[src/hw/rtl/integer_to_radix_string_defines.svh]
// ----------------------------------------------------------------------------
// integer_to_radix_string assertion macros
// Shared property wrappers for the radix conversion block.
// ----------------------------------------------------------------------------
`ifndef INTEGER_TO_RADIX_STRING_DEFINES_SVH
`define INTEGER_TO_RADIX_STRING_DEFINES_SVH

// same-cycle implication, disabled in reset
`define ITRS_ASSERT_NOW(label, clk, rst_n, ante, cons) \
  label: assert property (@(posedge clk) disable iff (!rst_n) (ante) |-> (cons)) \
    else $error("itrs assertion failed");

// next-cycle implication, disabled in reset
`define ITRS_ASSERT_NEXT(label, clk, rst_n, ante, cons) \
  label: assert property (@(posedge clk) disable iff (!rst_n) (ante) |=> (cons)) \
    else $error("itrs assertion failed");

`endif

[src/hw/rtl/itrs_pkg.sv]
// ----------------------------------------------------------------------------
// itrs_pkg
// Types, character codes and helpers for the radix string converter.
// ----------------------------------------------------------------------------
package itrs_pkg;

  localparam int VALUE_WIDTH_DEF = 32;
  localparam int RADIX_W         = 6;
  localparam int CHAR_W          = 8;

  localparam logic [RADIX_W-1:0] RADIX_MIN = 6'd2;
  localparam logic [RADIX_W-1:0] RADIX_MAX = 6'd36;
  localparam logic [RADIX_W-1:0] DECIMAL   = 6'd10;

  localparam logic [CHAR_W-1:0] CHAR_ZERO  = 8'h30;
  localparam logic [CHAR_W-1:0] CHAR_A     = 8'h61;
  localparam logic [CHAR_W-1:0] CHAR_MINUS = 8'h2d;
  localparam logic [CHAR_W-1:0] CHAR_NUL   = 8'h00;

  typedef enum logic [2:0] {
    ST_IDLE,
    ST_DIVIDE,
    ST_SIGN,
    ST_FETCH,
    ST_SEND
  } state_t;

  typedef struct packed {
    logic busy;
    logic done;
  } div_stat_t;

  // digit value 0..35 to ascii
  function automatic logic [CHAR_W-1:0] digit_char(input logic [RADIX_W-1:0] d);
    logic [CHAR_W-1:0] d8;
    d8 = {{(CHAR_W-RADIX_W){1'b0}}, d};
    if (d < DECIMAL) begin
      digit_char = CHAR_ZERO + d8;
    end else begin
      digit_char = CHAR_A + d8 - {{(CHAR_W-RADIX_W){1'b0}}, DECIMAL};
    end
  endfunction

endpackage

[src/hw/rtl/itrs_divider.sv]
// ----------------------------------------------------------------------------
// itrs_divider
// Restoring divider, one quotient bit per cycle, small radix divisor.
// ----------------------------------------------------------------------------
module itrs_divider
  import itrs_pkg::*;
#(
  parameter int VALUE_WIDTH = VALUE_WIDTH_DEF
) (
  input  logic                   clk,
  input  logic                   rst_n,
  input  logic                   start,
  input  logic [VALUE_WIDTH-1:0] dividend,
  input  logic [RADIX_W-1:0]     divisor,
  output logic [VALUE_WIDTH-1:0] quotient,
  output logic [RADIX_W-1:0]     remainder,
  output div_stat_t              stat
);

  localparam int CW = $clog2(VALUE_WIDTH + 1);

  logic [VALUE_WIDTH-1:0] quo_r;
  logic [RADIX_W-1:0]     rem_r;
  logic [RADIX_W-1:0]     div_r;
  logic [CW-1:0]          cnt_r;
  logic                   busy_r;
  logic                   done_r;

  logic [RADIX_W:0] trial;
  logic [RADIX_W:0] diff;
  logic             geq;

  assign trial = {rem_r, quo_r[VALUE_WIDTH-1]};
  assign geq   = trial >= {1'b0, div_r};
  assign diff  = trial - {1'b0, div_r};

  always_ff @(posedge clk) begin
    if (!rst_n) begin
      busy_r <= 1'b0;
      done_r <= 1'b0;
      cnt_r  <= '0;
    end else if (start) begin
      busy_r <= 1'b1;
      done_r <= 1'b0;
      cnt_r  <= CW'(VALUE_WIDTH);
    end else if (busy_r) begin
      cnt_r <= cnt_r - 1'b1;
      if (cnt_r == CW'(1)) begin
        busy_r <= 1'b0;
        done_r <= 1'b1;
      end
    end else begin
      done_r <= 1'b0;
    end
  end

  always_ff @(posedge clk) begin
    if (start) begin
      quo_r <= dividend;
      rem_r <= '0;
      div_r <= divisor;
    end else if (busy_r) begin
      quo_r <= {quo_r[VALUE_WIDTH-2:0], geq};
      rem_r <= geq ? diff[RADIX_W-1:0] : trial[RADIX_W-1:0];
    end
  end

  assign quotient  = quo_r;
  assign remainder = rem_r;
  assign stat      = '{busy: busy_r, done: done_r};

endmodule

[src/hw/rtl/integer_to_radix_string.sv]
// Digits come from the bit-serial divider, least significant first; then a leading
// minus for a negative decimal value, then each digit is read back from the
// digit store (ST_FETCH) and sent (ST_SEND). Zero and bad-radix requests give
// a single character straight from idle, with out_error set for a bad radix.
// One request at a time, taken only in idle while the output is not stalled.
// Synchronous active-low reset returns to idle with no result pending.
// ----------------------------------------------------------------------------
// integer_to_radix_string
// Converts an integer to ascii digits in base 2..36, msd first (signed in base 10 only).
// ----------------------------------------------------------------------------
`include "integer_to_radix_string_defines.svh"

module integer_to_radix_string
  import itrs_pkg::*;
#(
  parameter int VALUE_WIDTH = VALUE_WIDTH_DEF
) (
  input  logic                          clk,
  input  logic                          rst_n,
  input  logic                          in_valid,
  output logic                          in_stall,
  input  logic signed [VALUE_WIDTH-1:0] in_value,
  input  logic [RADIX_W-1:0]            in_radix,
  output logic                          out_valid,
  input  logic                          out_stall,
  output logic [CHAR_W-1:0]             out_character,
  output logic                          out_last,
  output logic                          out_error
);

  localparam int AW = $clog2(VALUE_WIDTH);
  localparam int CW = $clog2(VALUE_WIDTH + 1);

  state_t state_r, state_nxt;
  logic [CW-1:0]      cnt_r, cnt_nxt;
  logic [RADIX_W-1:0] radix_r, radix_nxt;
  logic               minus_r, minus_nxt;
  logic               out_valid_r, out_valid_nxt;
  logic [CHAR_W-1:0]  out_char_r, out_char_nxt;
  logic               out_last_r, out_last_nxt;
  logic               out_error_r, out_error_nxt;

  logic [RADIX_W-1:0] digit_mem [VALUE_WIDTH];
  logic [RADIX_W-1:0] rd_digit_r;
  logic               wr_en;

  logic                   div_start;
  logic [VALUE_WIDTH-1:0] div_dividend;
  logic [RADIX_W-1:0]     div_divisor;
  logic [VALUE_WIDTH-1:0] div_quotient;
  logic [RADIX_W-1:0]     div_rem;
  div_stat_t              div_stat;

  logic                   in_stall_c;
  logic                   in_acc;
  logic                   out_free;
  logic                   neg;
  logic [VALUE_WIDTH-1:0] value_u;
  logic [VALUE_WIDTH-1:0] mag;

  itrs_divider #(
    .VALUE_WIDTH(VALUE_WIDTH)
  ) u_div (
    .clk      (clk),
    .rst_n    (rst_n),
    .start    (div_start),
    .dividend (div_dividend),
    .divisor  (div_divisor),
    .quotient (div_quotient),
    .remainder(div_rem),
    .stat     (div_stat)
  );

  assign value_u  = $unsigned(in_value);
  assign neg      = (in_radix == DECIMAL) && value_u[VALUE_WIDTH-1];
  assign mag      = neg ? (~value_u + 1'b1) : value_u;
  assign out_free = !out_valid_r || !out_stall;
  assign in_stall_c = (state_r != ST_IDLE) || (out_valid_r && out_stall);
  assign in_acc   = in_valid && !in_stall_c;

  always_comb begin
    state_nxt     = state_r;
    cnt_nxt       = cnt_r;
    radix_nxt     = radix_r;
    minus_nxt     = minus_r;
    out_valid_nxt = out_valid_r && out_stall;
    out_char_nxt  = out_char_r;
    out_last_nxt  = out_last_r;
    out_error_nxt = out_error_r;
    wr_en         = 1'b0;
    div_start     = 1'b0;
    div_dividend  = mag;
    div_divisor   = in_radix;

    unique case (state_r)
      ST_IDLE: begin
        if (in_acc) begin
          if ((in_radix < RADIX_MIN) || (in_radix > RADIX_MAX)) begin
            out_valid_nxt = 1'b1;
            out_char_nxt  = CHAR_NUL;
            out_last_nxt  = 1'b1;
            out_error_nxt = 1'b1;
          end else if (value_u == '0) begin
            out_valid_nxt = 1'b1;
            out_char_nxt  = CHAR_ZERO;
            out_last_nxt  = 1'b1;
            out_error_nxt = 1'b0;
          end else begin
            radix_nxt = in_radix;
            minus_nxt = neg;
            cnt_nxt   = '0;
            div_start = 1'b1;
            state_nxt = ST_DIVIDE;
          end
        end
      end
      ST_DIVIDE: begin
        div_divisor  = radix_r;
        div_dividend = div_quotient;
        if (div_stat.done) begin
          wr_en = 1'b1;
          if (div_quotient == '0) begin
            // cnt_r now points at the most significant digit
            state_nxt = minus_r ? ST_SIGN : ST_FETCH;
          end else begin
            cnt_nxt   = cnt_r + 1'b1;
            div_start = 1'b1;
          end
        end
      end
      ST_SIGN: begin
        if (out_free) begin
          out_valid_nxt = 1'b1;
          out_char_nxt  = CHAR_MINUS;
          out_last_nxt  = 1'b0;
          out_error_nxt = 1'b0;
          state_nxt     = ST_FETCH;
        end
      end
      ST_FETCH: begin
        state_nxt = ST_SEND;
      end
      ST_SEND: begin
        if (out_free) begin
          out_valid_nxt = 1'b1;
          out_char_nxt  = digit_char(rd_digit_r);
          out_last_nxt  = (cnt_r == '0);
          out_error_nxt = 1'b0;
          if (cnt_r == '0) begin
            state_nxt = ST_IDLE;
          end else begin
            cnt_nxt   = cnt_r - 1'b1;
            state_nxt = ST_FETCH;
          end
        end
      end
      default: begin
        state_nxt = ST_IDLE;
      end
    endcase
  end

  always_ff @(posedge clk) begin
    if (!rst_n) begin
      state_r     <= ST_IDLE;
      cnt_r       <= '0;
      minus_r     <= 1'b0;
      out_valid_r <= 1'b0;
    end else begin
      state_r     <= state_nxt;
      cnt_r       <= cnt_nxt;
      minus_r     <= minus_nxt;
      out_valid_r <= out_valid_nxt;
    end
  end

  always_ff @(posedge clk) begin
    radix_r     <= radix_nxt;
    out_char_r  <= out_char_nxt;
    out_last_r  <= out_last_nxt;
    out_error_r <= out_error_nxt;
  end

  // digit store, least significant digit at address zero
  always_ff @(posedge clk) begin
    if (wr_en) begin
      digit_mem[cnt_r[AW-1:0]] <= div_rem;
    end
    rd_digit_r <= digit_mem[cnt_r[AW-1:0]];
  end

  assign in_stall      = in_stall_c;
  assign out_valid     = out_valid_r;
  assign out_character = out_char_r;
  assign out_last      = out_last_r;
  assign out_error     = out_error_r;

  `ITRS_ASSERT_NOW(a_err_char_nul, clk, rst_n, out_valid_r && out_error_r,
                   (out_char_r == CHAR_NUL) && out_last_r)
  `ITRS_ASSERT_NOW(a_done_in_divide, clk, rst_n, div_stat.done, state_r == ST_DIVIDE)
  `ITRS_ASSERT_NEXT(a_accept_progress, clk, rst_n, in_acc,
                    (state_r != ST_IDLE) || out_valid_r)
  `ITRS_ASSERT_NOW(a_send_index, clk, rst_n, state_r == ST_SEND,
                   cnt_r < CW'(VALUE_WIDTH))

endmodule
[config.mk]
export PLATFORM = sky130hd
export DESIGN_NAME = integer_to_radix_string
export DESIGN_NICKNAME = d
export VERILOG_FILES = /design/src/hw/rtl/itrs_pkg.sv /design/src/hw/rtl/itrs_divider.sv /design/src/hw/rtl/integer_to_radix_string.sv
export VERILOG_INCLUDE_DIRS = /design/src /design/src/hw/rtl
export SDC_FILE = /design/constraint.sdc
export NUM_CORES = 1
export LEC_CHECK = 0
export ABC_AREA = 1
export BUFFER_PORTS_ARGS = -buffer_cell sky130_fd_sc_hd__buf_2
export CAP_MARGIN = 10
export CORE_MARGIN = 1.5
export CORE_UTILIZATION = 56
export CTS_CLUSTER_SIZE = 12
export DETAILED_ROUTE_END_ITERATION = 6
export GPL_TIMING_DRIVEN = 0
export PLACE_DENSITY = 0.76
export SLEW_MARGIN = 40
export SYNTH_ARGS = -nofsm -noshare
export SYNTH_HDL_FRONTEND = slang
export SYNTH_SLANG_ARGS = --single-unit
[constraint.sdc]
create_clock -name clk -period 4.8 [get_ports clk]
set_clock_uncertainty 0.15 [all_clocks]
set_input_delay 0.72 -clock clk [delete_from_list [all_inputs] [get_ports clk]]
set_output_delay 0.72 -clock clk [all_outputs]
set_load 0.01 [all_outputs]
==> key figures <==
Finish
  – Area grow syn2layout: 12.3%
  – Finished Layout Cells: 1638
  – Most frequent cells in the layout: 246 x edfxtp_1, 242 x nand2_1, 199 x nand3_1
  – Ratio of cells with drive above 1 in the final layout: 12.0%
  – Layout Nets: 1388
  – Final core utilization: 63.8%
  – Most common cell after layout, fill and taps aside: edfxtp_1
  – Ant diodes: 0
  – Fill cells: 1776

Critical path
  – Critical Path Most Common Cell: buf_2
  – Worst path max stage delay: 530 ps
  – Crit. End Element: register
  – Worst R2R Setup Slack: 1600 ps
  – Setup crit end: digit_mem[29][2]
  – Slowest CP cell: nor2_1
  – Worst Path Buf+Inv: 5
  – Crit-path cells: buf_2, clkinv_1, nor2_1, buf_2, buf_2, inv_1, nor2_1
  – Reg2reg end: digit_mem[29][2]
  – Largest delay share family, worst path: buffers and inverters
  – Kind of critical path: reg2reg
  – Reg2reg path depth: 7
  – Reg2reg start: cnt_r[0]
  – Crit Path Max Fanout: 10
  – Worst Setup Start Kind: register
  – Crit path from: cnt_r[0]
  – Critical path data required time: 4830 ps
  – Cell count along the critical path: 7
  – Arr. time, crit path: 3240 ps

Drt
  – Routed wire length: 30500 um
  – DR iter-0 viols: 807
  – DR vias/cell: 5.81
  – Total number of vias: 9524
  – DRC Markers: 0
  – Final antenna-violating net count: 0
  – Drt wl/cell: 18.6 um
  – DR pass1 iterations: 5

Synthesis
  – Cell Area, Synth: 12800 um^2
  – Ys Warns: 0
  – Post-synthesis mux area share: 0%
  – Async S/R FF share, synth: 0%
  – Synth cell types: 42
  – Yosys reg bits: 277
  – Area fraction in compound gates after synthesis: 7.24%
  – Register area share after synthesis: 62.4%
  – Avg Cell Area, Syn: 10.3 um^2
  – Synth Net Count: 1303
  – Synth Area in Adders: 1.62%
  – Post-synth EDFFs: 246
  – Most used DFF post-synth: edfxtp_1
  – Largest family of logic cells by synthesized area: simple AND/OR/NAND/NOR gates
  – Post-Synth Simple-Gate Area: 22.2%
  – Xor/xnor share of the synthesized area: 2.05%
  – Mapped Cells: 1245

Clock tree
  – H-Tree Level Count: 1
  – Clock sink count: 277
  – Cts repair resizes: 0
  – Clk_lat worst skew: 570 ps
  – Clock-pin slew on the worst setup and hold paths: 60 ps
  – Post-CTS Setup Inserts: 0
  – CTS Buffer Depth: 3
  – CTS Buf Count: 29
  – CTS root buf: clkbuf_16
  – CTS tree: yes
  – Hold-fix buffers, CTS: 0

Global route
  – Vias in the first global route: 9059
  – Largest net degree at the start of global routing: 37
  – Total track usage: 25.7%
  – First-pass GRT wire length: 47700 um
  – Global route overflow: 0
  – Initial antenna violation count: 0

Timing
  – Period utilization: 66.7%
  – Hold WS: 243 ps
  – PnR worst setup slack: 1600 ps
  – Tightest Pin Transition: 871 ps
  – Final setup violation count: 0
  – Final Hold Viols: 0
  – RSZ-0062 raised after global routing: false
  – Max Slew Vio Count: 0
  – Min Tclk post-route: 3200 ps
  – FMAX: 312 MHz
  – Max-slew headroom: 41.5%

Die
  – Rows: 55
  – Core area: 22600 um^2
  – I/O pins: 54
  – DIE AREA: 23800 um^2
  – Initial core utilization: 56.8%
  – Die Wd: 154 um
  – Die height: 154 um

Run
  – Max cap viols: 0

Place
  – Post-DP HPWL: 20800 um
  – PortBufs: 53
  – Worst slack, placed: 1400 ps
  – Routability Congestion: 0.935
  – Post-Place Cells: 1584

Run status
  – Status: completed

Power and ir drop
  – Worst vdd ir: 0.336 mV
  – Overall Power: 6.92 mW
  – Leakage dissipation: 5.34 nW
  – Pwr/cell area: 480 nW/um^2

Min path
  – Hold Path Class: in2reg
## Yosys cell counts (3+ instances only)
library cell  instances  share of area (%)
a21oi_1              29                1.1
a22oi_1              48                2.8
a31oi_1               3               0.15
buf_2                13               0.51
clkbuf_1             27               0.79
dfxtp_1              31                4.8
edfxtp_1            246                 58
ha_1                 15                1.5
inv_1                83                2.4
nand2_1             242                7.1
nand2_2              11               0.54
nand3_1             199                7.8
nand4_1              22                1.1
nor2_1              133                3.9
nor2_2                5               0.24
nor3_1               10               0.39
o21ai_0              42                1.6
o21ai_1               6               0.23
o21ai_2              12               0.82
or2_1                 6               0.29
or2_2                 3               0.15
xnor2_1               9               0.61
xor2_1               21                1.4
## routing by layer
layer  wire length, um  vias up  track usage (%)  part of all wire (%)
li1                  -     4554                -                     -
met1             12600     4472             34.7                    41
met2             14300      421             42.0                    47
met3              2330       77             3.08                   7.7
met4              1290        0             12.3                   4.2
met5                 0        -                0                     0
## registers in the layout, summed over array words and instances (netlist names), 3 cells and up
| register | count |
|---|---|
| u_div.quotient | 32 |
| cnt_r | 6 |
| u_div.remainder | 6 |
| digit_mem | 192 |
| u_div.div_r | 6 |
| rd_digit_r | 6 |
| u_div.cnt_r | 6 |
| out_character | 8 |
| state_r | 3 |
| radix_r | 6 |
## stage by stage
stage / area [um^2] / setup TNS, ps
floorplan: 12800 / 0
global placement: 13500 / -41230
detailed placement: 13500 / 0
CTS: 14400 / 0
global route: 14400 / 0
finish: 14400 / 0
## cells by family after synthesis
logic type | after synthesis
and+or+nand+nor | 640
DFF | 277
AOI/OAI and AO/OA | 148
buffers and inverters | 134
xor gates and xnor gates | 30
adders and majority gates | 16
## worst min-delay path by stage
stage,cells after the start,slack [ps],to,from
global placement,2,320,u_div.cnt_r[0],u_div.cnt_r[0]
finish,1,240,radix_r[0],in_radix[0]
global route,1,240,radix_r[0],in_radix[0]
detailed placement,2,330,u_div.cnt_r[0],u_div.cnt_r[0]
CTS,1,230,radix_r[0],in_radix[0]
floorplan,2,310,u_div.cnt_r[0],u_div.cnt_r[0]
## final cells by class
class / instances / area [um^2] / share of cell area (%)
tap: 285 / 357 / 2.48
sequential: 277 / 8020 / 55.6
clock inverter: 9 / 87.6 / 0.608
inverter: 89 / 339 / 2.35
timing repair buffer: 54 / 280 / 1.95
clock buffer: 45 / 806 / 5.59
buffer: 45 / 233 / 1.62
multi-input combinational: 834 / 4290 / 29.8
## worst reg2reg max path, stage by stage, from the launching register on
cell,delay [ps]
dfxtp_1,330
buf_2,220
clkinv_1,240
nor2_1,420
buf_2,350
buf_2,310
inv_1,280
nor2_1,530
## power by group
group,internal (mW),switching [mW]
clock,1.21,0.911
sequential,3.04,0.273
combinational,0.480,1.00
total,4.73,2.19
Note: power is estimated with default switching activity, not from simulation.
